### src/hw/rtl/bpc_pkg.sv
// Shared types, widths and constants for the barometric compensation core.
package bpc_pkg;

  localparam int RAW_W     = 24;  // raw conversion reading
  localparam int COEFF_W   = 16;  // calibration word
  localparam int CFG_IDX_W = 3;   // register index
  localparam int OUT_W     = 32;  // result fields
  localparam int DT_W      = RAW_W + 1;
  localparam int MUL_W     = 27;  // shared multiplier operand
  localparam int PROD_W    = 2 * MUL_W;
  localparam int ACC_W     = 48;  // offset, sensitivity, pressure sum
  localparam int TEMP_W    = 21;  // centi-degrees, before wrap
  localparam int T2_W      = 18;
  localparam int SENS_SPLIT = ACC_W - MUL_W;  // width of the low part of sensitivity

  // register indexes
  localparam logic [CFG_IDX_W-1:0] REG_SENS        = 3'd0;
  localparam logic [CFG_IDX_W-1:0] REG_OFFSET      = 3'd1;
  localparam logic [CFG_IDX_W-1:0] REG_SENS_TEMP   = 3'd2;
  localparam logic [CFG_IDX_W-1:0] REG_OFFSET_TEMP = 3'd3;
  localparam logic [CFG_IDX_W-1:0] REG_REF_TEMP    = 3'd4;
  localparam logic [CFG_IDX_W-1:0] REG_TEMP_SENS   = 3'd5;

  // reading kinds
  localparam logic ACT_TEMP     = 1'b0;
  localparam logic ACT_PRESSURE = 1'b1;

  // temperature thresholds, 0.01 C
  localparam logic signed [TEMP_W-1:0] TEMP_REF  = 21'sd2000;
  localparam logic signed [TEMP_W-1:0] TEMP_COLD = -21'sd1500;

  // scaling shifts
  localparam int SH_TEMP  = 23;
  localparam int SH_T2    = 31;
  localparam int SH_OFF   = 7;
  localparam int SH_SENS  = 8;
  localparam int SH_PRESS = 15;

  typedef enum logic [3:0] {
    S_IDLE,
    S_DT,
    S_M1,
    S_M2,
    S_M3,
    S_M4,
    S_M5,
    S_M6,
    S_M7,
    S_PLO,
    S_PHI,
    S_PFIN
  } state_t;

endpackage

### src/hw/rtl/baro_pressure_temp_compensation_core.sv
// Barometric pressure / temperature compensation core, top level.
//
// Input channel (in_valid / in_stall, action, adc_value): one raw reading per
// item. A temperature item (action 0) only records the raw value, skipping a
// zero reading, and is taken at once; in_stall stays low.
// A pressure item (action 1) records a nonzero reading, or reuses the last
// good one, then runs the compensation on a single shared 27x27 signed
// multiplier under a small sequencer. in_stall is high while it works
// through the multiply chain (temperature, offset, sensitivity, two squares
// and a third below 20.00 C, pressure in two partial products); the sequence
// runs longer below 20.00 C and longer again below -15.00 C. The result
// reaches the output channel as in_stall falls, so a new pressure item is
// taken only once the last one is through.
// Output channel (out_valid / out_stall): a result register holds the item
// until taken. Input keeps being accepted while it waits; a finished
// pressure item holds in its last step until the register is free.
// Configuration: cfg_write / cfg_index / cfg_data write one calibration word
// per cycle; indexes above five are ignored. Write only while idle.
// Reset (rst, synchronous) clears calibration words, last readings, the
// sequencer and out_valid.
module baro_pressure_temp_compensation_core (
  input  logic                              clk,
  input  logic                              rst,
  input  logic                              cfg_write,
  input  logic [bpc_pkg::CFG_IDX_W-1:0]     cfg_index,
  input  logic [bpc_pkg::COEFF_W-1:0]       cfg_data,
  input  logic                              in_valid,
  output logic                              in_stall,
  input  logic                              action,
  input  logic [bpc_pkg::RAW_W-1:0]         adc_value,
  output logic                              out_valid,
  input  logic                              out_stall,
  output logic signed [bpc_pkg::OUT_W-1:0]  pressure_pa,
  output logic signed [bpc_pkg::OUT_W-1:0]  temperature_centi_c,
  output logic                              pressure_reused
);
  import bpc_pkg::*;

  state_t state, state_next;

  // calibration words C1..C6
  logic [COEFF_W-1:0] c_sens, c_off, c_sens_t, c_off_t, c_ref_t, c_temp_s;

  logic [RAW_W-1:0] last_pressure_raw, last_temp_raw;
  logic             reused;

  // working registers
  logic signed [DT_W-1:0]   dt;
  logic signed [TEMP_W-1:0] temp;
  logic        [T2_W-1:0]   t2;
  logic signed [ACC_W-1:0]  off, sens, acc;
  logic signed [PROD_W-1:0] prod;

  // shared multiplier
  logic                     mul_en;
  logic signed [MUL_W-1:0]  mul_a, mul_b;

  logic                     in_accept, out_free;
  logic signed [TEMP_W-1:0] a_val, b_val;
  logic signed [ACC_W-1:0]  sq, sq5_half, sq7, sq11_half, p_sum;

  assign in_stall  = (state != S_IDLE);
  assign in_accept = in_valid && !in_stall;
  assign out_free  = !out_valid || !out_stall;

  assign a_val = temp - TEMP_REF;
  assign b_val = temp - TEMP_COLD;

  // second-order terms from a registered square
  assign sq        = ACC_W'(prod);
  assign sq5_half  = ((sq <<< 2) + sq) >>> 1;
  assign sq7       = (sq <<< 3) - sq;
  assign sq11_half = ((sq <<< 3) + (sq <<< 1) + sq) >>> 1;
  assign p_sum     = acc + ACC_W'(prod) - off;

  // sequencer and multiplier operand select
  always_comb begin
    state_next = state;
    mul_en     = 1'b0;
    mul_a      = '0;
    mul_b      = '0;
    unique case (state)
      S_IDLE: begin
        if (in_accept && action == ACT_PRESSURE) state_next = S_DT;
      end
      S_DT: state_next = S_M1;
      S_M1: begin
        mul_en     = 1'b1;
        mul_a      = MUL_W'(dt);
        mul_b      = $signed(MUL_W'(c_temp_s));
        state_next = S_M2;
      end
      S_M2: begin
        mul_en     = 1'b1;
        mul_a      = $signed(MUL_W'(c_off_t));
        mul_b      = MUL_W'(dt);
        state_next = S_M3;
      end
      S_M3: begin
        mul_en     = 1'b1;
        mul_a      = $signed(MUL_W'(c_sens_t));
        mul_b      = MUL_W'(dt);
        state_next = S_M4;
      end
      S_M4: begin
        mul_en     = 1'b1;
        mul_a      = MUL_W'(dt);
        mul_b      = MUL_W'(dt);
        state_next = S_M5;
      end
      S_M5: begin
        mul_en     = 1'b1;
        mul_a      = MUL_W'(a_val);
        mul_b      = MUL_W'(a_val);
        state_next = (temp < TEMP_REF) ? S_M6 : S_PLO;
      end
      S_M6: begin
        mul_en     = 1'b1;
        mul_a      = MUL_W'(b_val);
        mul_b      = MUL_W'(b_val);
        state_next = (temp < TEMP_COLD) ? S_M7 : S_PLO;
      end
      S_M7: state_next = S_PLO;
      S_PLO: begin
        // low part of the sensitivity, unsigned
        mul_en     = 1'b1;
        mul_a      = $signed(MUL_W'(last_pressure_raw));
        mul_b      = $signed(MUL_W'(sens[SENS_SPLIT-1:0]));
        state_next = S_PHI;
      end
      S_PHI: begin
        mul_en     = 1'b1;
        mul_a      = $signed(MUL_W'(last_pressure_raw));
        mul_b      = sens[ACC_W-1:SENS_SPLIT];
        state_next = S_PFIN;
      end
      S_PFIN: begin
        if (out_free) state_next = S_IDLE;
      end
      default: state_next = S_IDLE;
    endcase
  end

  always_ff @(posedge clk) begin
    if (rst) begin
      state <= S_IDLE;
    end else begin
      state <= state_next;
    end
  end

  // configuration words
  always_ff @(posedge clk) begin
    if (rst) begin
      c_sens   <= '0;
      c_off    <= '0;
      c_sens_t <= '0;
      c_off_t  <= '0;
      c_ref_t  <= '0;
      c_temp_s <= '0;
    end else if (cfg_write) begin
      unique case (cfg_index)
        REG_SENS:        c_sens   <= cfg_data;
        REG_OFFSET:      c_off    <= cfg_data;
        REG_SENS_TEMP:   c_sens_t <= cfg_data;
        REG_OFFSET_TEMP: c_off_t  <= cfg_data;
        REG_REF_TEMP:    c_ref_t  <= cfg_data;
        REG_TEMP_SENS:   c_temp_s <= cfg_data;
        default: ;  // unmapped index, dropped
      endcase
    end
  end

  // last good readings; a zero reading keeps the old value
  always_ff @(posedge clk) begin
    if (rst) begin
      last_pressure_raw <= '0;
      last_temp_raw     <= '0;
    end else if (in_accept && adc_value != '0) begin
      if (action == ACT_PRESSURE) last_pressure_raw <= adc_value;
      else                        last_temp_raw     <= adc_value;
    end
  end

  always_ff @(posedge clk) begin
    if (in_accept) reused <= (adc_value == '0);
  end

  // shared multiplier, registered product
  always_ff @(posedge clk) begin
    if (mul_en) prod <= mul_a * mul_b;
  end

  // datapath: each step takes the product issued in the step before
  always_ff @(posedge clk) begin
    unique case (state)
      S_DT: dt <= $signed({1'b0, last_temp_raw}) - $signed({1'b0, c_ref_t, 8'b0});
      S_M2: temp <= TEMP_REF + TEMP_W'(prod >>> SH_TEMP);
      S_M3: off  <= $signed(ACC_W'({c_off, 16'b0})) + ACC_W'(prod >>> SH_OFF);
      S_M4: sens <= $signed(ACC_W'({c_sens, 15'b0})) + ACC_W'(prod >>> SH_SENS);
      S_M5: t2   <= prod[SH_T2 +: T2_W];
      S_M6: begin
        off  <= off - sq5_half;
        sens <= sens - (sq5_half >>> 1);
        temp <= temp - $signed(TEMP_W'(t2));
      end
      S_M7: begin
        off  <= off - sq7;
        sens <= sens - sq11_half;
      end
      S_PHI: acc <= ACC_W'(prod >>> SENS_SPLIT);
      default: ;
    endcase
  end

  // result register
  always_ff @(posedge clk) begin
    if (state == S_PFIN && out_free) begin
      pressure_pa         <= OUT_W'(p_sum >>> SH_PRESS);
      temperature_centi_c <= OUT_W'(temp);
      pressure_reused     <= reused;
    end
  end

  always_ff @(posedge clk) begin
    if (rst) begin
      out_valid <= 1'b0;
    end else if (state == S_PFIN && out_free) begin
      out_valid <= 1'b1;
    end else if (!out_stall) begin
      out_valid <= 1'b0;
    end
  end

endmodule

### config.mk
export PLATFORM = sky130hd
export DESIGN_NAME = baro_pressure_temp_compensation_core
export DESIGN_NICKNAME = d
export VERILOG_FILES = /design/src/hw/rtl/bpc_pkg.sv /design/src/hw/rtl/baro_pressure_temp_compensation_core.sv
export SDC_FILE = /design/constraint.sdc
export NUM_CORES = 2
export LEC_CHECK = 0
export BUFFER_PORTS_ARGS = -buffer_cell sky130_fd_sc_hd__buf_2
export CORE_ASPECT_RATIO = 1.75
export CORE_MARGIN = 2
export CORE_UTILIZATION = 45
export CTS_CLUSTER_SIZE = 40
export DETAILED_ROUTE_END_ITERATION = 10
export SYNTH_ARGS = -nofsm -noshare
export SYNTH_HDL_FRONTEND = slang
export SYNTH_SLANG_ARGS = --single-unit
### constraint.sdc
create_clock -name clk -period 29.1 [get_ports clk]
set_input_delay 1.455 -clock clk [delete_from_list [all_inputs] [get_ports clk]]
set_output_delay 1.455 -clock clk [all_outputs]
set_load 0.005 [all_outputs]
# == Word-level counts from Yosys, hierarchy flattened ==
# Cells that the tools add are included.
# classes
reduce_logical,29
bitwise_logic,1
mux,13
n_mul,1
n_lt_le_gt_ge,2
addsub,17
eq_ne,19
# op_table
cell,count
one-hot mux 27 bit (6 select lines),2
one-hot mux 48 bit (3 select lines),2
adder 48 bit,3
subtractor 48 x 47 -> 48 bit,2
subtractor 48 bit,2
multiplier 27 x 27 -> 54 bit,1
adder 33 x 47 -> 48 bit,1
one-hot mux 4 bit (12 select lines),1
subtractor 48 x 46 -> 48 bit,1
adder 32 x 46 -> 47 bit,1
adder 33 x 47 -> 47 bit,1
subtractor 47 bit,1
"< comparator 21 x 12 -> 1 bit, second input constant",2
one-hot mux 21 bit (2 select lines),1
"subtractor 21 x 12 -> 21 bit, second input constant",2
subtractor 24 x 24 -> 25 bit,1
logical NOT 24 bit,1
nonzero test 24 bit,1
"adder 12 x 21 -> 21 bit, first input constant",1
subtractor 21 x 19 -> 21 bit,1
AND reduction 2 bit,9
"equality test 4 x 3 -> 1 bit, second input constant",4
"equality test 4 bit, second input constant",4
two-way mux 4 bit,3
other kinds (20),34
# totals
output_inout_bits,67
wordCells,103
regBits,451
in_bits,49

# == Depth between registers and ports, before layout ==
# logic_depth
ltp_word,6
ltp_mapped,44
mapped_depth_nobuf,41

# == Least setup slack after synthesis ==
# OpenSTA, ideal clock, no wires.
# synth_path
path_type,register to register
start,register state[2]
end,"register prod[49], data pin"
n_path_buf,3
t_required_ps,28838
path_stages_with_launch,34
arrival_ps,9083
synth_period_minus_slack_ps,9344
path_slack_ps,19756
setup_time_ps,262
path_cell_list,dfxtp_1 -> nand2b_1 -> nor2_1 -> clkbuf_1 -> clkbuf_1 -> nand2_1 -> nand3_1 -> clkbuf_1 -> nand2_1 -> fa_1 -> inv_1 -> fa_1 -> fa_1 -> inv_1 -> fa_1 -> inv_1 -> fa_1 -> inv_1 -> fa_1 -> inv_1 -> fa_1 -> ha_1 -> a21o_1 -> a21oi_1 -> o211ai_1 -> a221o_1 -> a32o_1 -> a31o_2 -> o2111ai_1 -> a21bo_1 -> nand2b_1 -> a21oi_1 -> o21ai_1 -> xor2_1
# synth_via
elab_chain_len,4
elab_cells_between_ends,14
classes_between,mul: 1; eq/ne: 8; mux: 2; reduce/logical: 3
# synth_rtl
element,line,rtl
"start, declared",baro_pressure_temp_compensation_core.sv:39,"state_t state, state_next;"
"start signal, assigned",baro_pressure_temp_compensation_core.sv:148,state <= state_next;
equality test 4 x 3 -> 1 bit (tied with other cells),baro_pressure_temp_compensation_core.sv:82,unique case (state)
OR reduction 3 bit (no source line) / OR reduction 2 bit (equally long branches),n/a,
one-hot mux 27 bit (6 select lines),baro_pressure_temp_compensation_core.sv:82,
multiplier 27 x 27 -> 54 bit (*),baro_pressure_temp_compensation_core.sv:191,if (mul_en) prod <= mul_a * mul_b;
"end signal, assigned",baro_pressure_temp_compensation_core.sv:191,
"end, declared",baro_pressure_temp_compensation_core.sv:52,logic signed [PROD_W-1:0] prod;
# Every way passes the cells marked *; elsewhere a longest branch is shown, timed or not.
# A chain may end at the register's enable or synchronous reset.

# == Worst setup path after layout ==
# layout_path
start,register state[0]
end,"register prod[49], data pin"
# The elaborated chain is that of the path after synthesis.

==> impl_metrics.json <==
{
  "synth.largest_area_cell": "fa_1",
  "yosysMostFrequentCell": "inv_1",
  "num_rows": 182,
  "status": "finished clean",
  "grt-ovfl-total": 0,
  "yosysWarningCount": 0,
  "portBuffers": 115,
  "ioPinCount": 116,
  "synth_flop_cell": "edfxtp_1",
  "netlist_area_mm2": 0.0637,
  "fin_worst_skew_ns": 0.0901,
  "routabilityCongestion": 1.02,
  "viasPerCell": 5.80,
  "area_growth_pct": 6.52,
  "crit_path_start_kind": "register",
  "crit_path_end_kind": "register",
  "cts_tree": "yes",
  "relSlewSlack_pct": 4.60,
  "wirelength_um": 227000,
  "die_y_um": 502,
  "ys_seq_area_share_pct": 18.9,
  "drt-initial-drc-count": 3916,
  "hp-class": "reg2reg",
  "netlist_instances": 7239,
  "multi_input_area_mm2": 0.0459,
  "crit_top_cell": "fa_1",
  "fillers": 13500,
  "antenna_found_initial": 23,
  "hold_depth": 0,
  "synth_top_area_share_pct": 27.1,
  "synth_commonest_cells": "inv_1, nand2_1, fa_1, a21oi_1, ha_1",
  "grt_pass1_vias": 55500,
  "first_pass_iters": 9,
  "dp_hpwl_um": 182000,
  "critPathKind": "reg2reg",
  "die_area_mm2": 0.145,
  "synth_edf_count": 301,
  "cts-root-buf": "clkbuf_16",
  "vias": 52900,
  "r2r_slack_ns": 17.67,
  "hold_buffers": 0,
  "post_drt_wl_per_cell_um": 24.8,
  "cts_post_setup_buffers_inserted": 0,
  "drive_above_1_share_pct": 5.66,
  "slew_violations": 0,
  "syn-num-nets": 8657,
  "setup_viol": 0,
  "drc": 0,
  "rsz0062_at_grt": "no",
  "final_nets": 8655,
  "tightest_slew_ns": 1.43,
  "cp_data_required_time_ns": 29.55,
  "clock_sinks": 450,
  "cap_violations": 0,
  "grt_max_degree": 78,
  "cts_max_level": 2,
  "globalRouteTotalUtil_pct": 31.3,
  "die_w_um": 288,
  "cp_max_fo": 34,
  "avgSynthCellArea_um2": 8.80,
  "rr_worst_depth": 30,
  "async_flop_share_pct": 0,
  "clk_pin_slew_ns": 0.08,
  "cts_made_buffers": 46,
  "seqCellArea_mm2": 0.0120,
  "layout_min_cycle_time_ns": 11.43,
  "synth-seq-cells": 450,
  "hold_viol_final": 0,
  "max_stage_delay_ns": 0.90,
  "cp_slowest_cell": "ha_1",
  "tns_ns": 0,
  "initial_utilization_pct": 45.4,
  "grt_pass1_wl_um": 334000,
  "arrival_ns": 11.88,
  "finalCritPeriodShare_pct": 39.3,
  "clock_path_buffers": 3,
  "synthTopCellsByArea": "fa_1, edfxtp_1, ha_1, inv_1, nand2_1",
  "ant_nets": 0,
  "synth.distinct_cells": 117,
  "cts_resized": 0,
  "clock.fmax_mhz": 87.5,
  "core_area_mm2": 0.141,
  "clk_latency_ns": 0.70
}
==> state kept, by name, summed over array words and instances (netlist names), 4 cells and up <==
signal / flops
last_pressure_raw: 24
c_off: 16
temperature_centi_c: 21
c_temp_s: 16
c_off_t: 16
last_temp_raw: 24
c_sens: 16
state: 4
pressure_pa: 32
temp: 21
acc: 33
t2: 18
dt: 25
sens: 48
off: 47
prod: 54
c_sens_t: 16
c_ref_t: 16
==> layout make-up <==
cell class / count / area share [%]
Tap cell: 1840 / 3.39
Timing Repair Buffer: 234 / 2.17
Multi-Input combinational cell: 5277 / 67.7
Clock inverter: 31 / 0.474
Inverter: 1228 / 6.79
Sequential cell: 450 / 17.7
Antenna cell: 11 / 0.0405
Clock buffer: 54 / 1.75
==> worst max-delay path, delay by kind of cell (launching register included) <==
| family | cells | cell delay (ns) |
|---|---|---|
| AO/OA/AOI/OAI | 9 | 2.28 |
| XOR/XNOR | 1 | 0.15 |
| adder cells (fa/ha/maj) | 8 | 4.68 |
| buffers and inverters | 7 | 1.77 |
| flip-flops | 1 | 0.78 |
| AND/OR/NAND/NOR | 5 | 1.43 |
==> path summary, 6_finish.rpt <==
path | from | endpoint
worst min register to register | last_temp_raw[6] | dt[6]
worst max register to register | state[0] | prod[49]
worst max-delay path | state[0] | prod[49]
worst min-delay path | last_temp_raw[6] | dt[6]
==> through the flow <==
step	setup slack (ns)	utilization, %	instance area [um^2]	hold slack, ns	cells
2_1_floorplan	19.76	-	63700	0.400	7239
3_3_place_gp	17.99	47.2	66300	0.405	9029
3_5_place_dp	17.82	47.2	66300	0.416	9029
4_1_cts	17.79	48.3	67900	0.432	9114
5_1_grt	17.34	48.3	67900	0.448	9115
6_report	17.67	48.3	67900	0.436	9125
==> cells in the final DEF, fill, tap and decap left out, drive strengths merged, types with 44 or more instances in the layout <==
master  synthesis  routed
a21o          192     192
a21oi         514     514
and2           66      66
and3           58      58
buf            64     234
clkbuf        216      54
dfxtp         149     149
edfxtp        301     301
fa            863     863
ha            506     506
inv          1226    1227
mux2i          55      55
nand2         979     979
nand2b         59      59
nand3         108     108
nor2          500     500
nor2b          53      53
nor3           74      74
o21ai         234     234
o21bai         44      44
xnor2         235     235
xor2          146     146
==> cells by family after synthesis <==
kind of cell / after synthesis / share of synthesized area, %
AND/OR/NAND/NOR: 2050 / 14.2
multiplexers: 59 / 0.934
buffers and inverters: 1512 / 9.28
adder cells (fa/ha/maj): 1369 / 37.0
XOR/XNOR: 381 / 5.24
flip-flops: 450 / 18.9
AO/OA/AOI/OAI: 1418 / 14.5
==> per-layer routing <==
layer | up-vias | GRT usage, % | part of all wire [%]
met5 | - | 0 | 0.019
met4 | 6 | 23.2 | 8.8
met3 | 690 | 3.34 | 5.8
met2 | 2000 | 57.3 | 52
met1 | 26500 | 32.7 | 33
li1 | 23700 | - | -
Power is left out: the tool's default activity adds up to more than one toggle a clock period on the data nets, which glitch-free logic cannot reach.
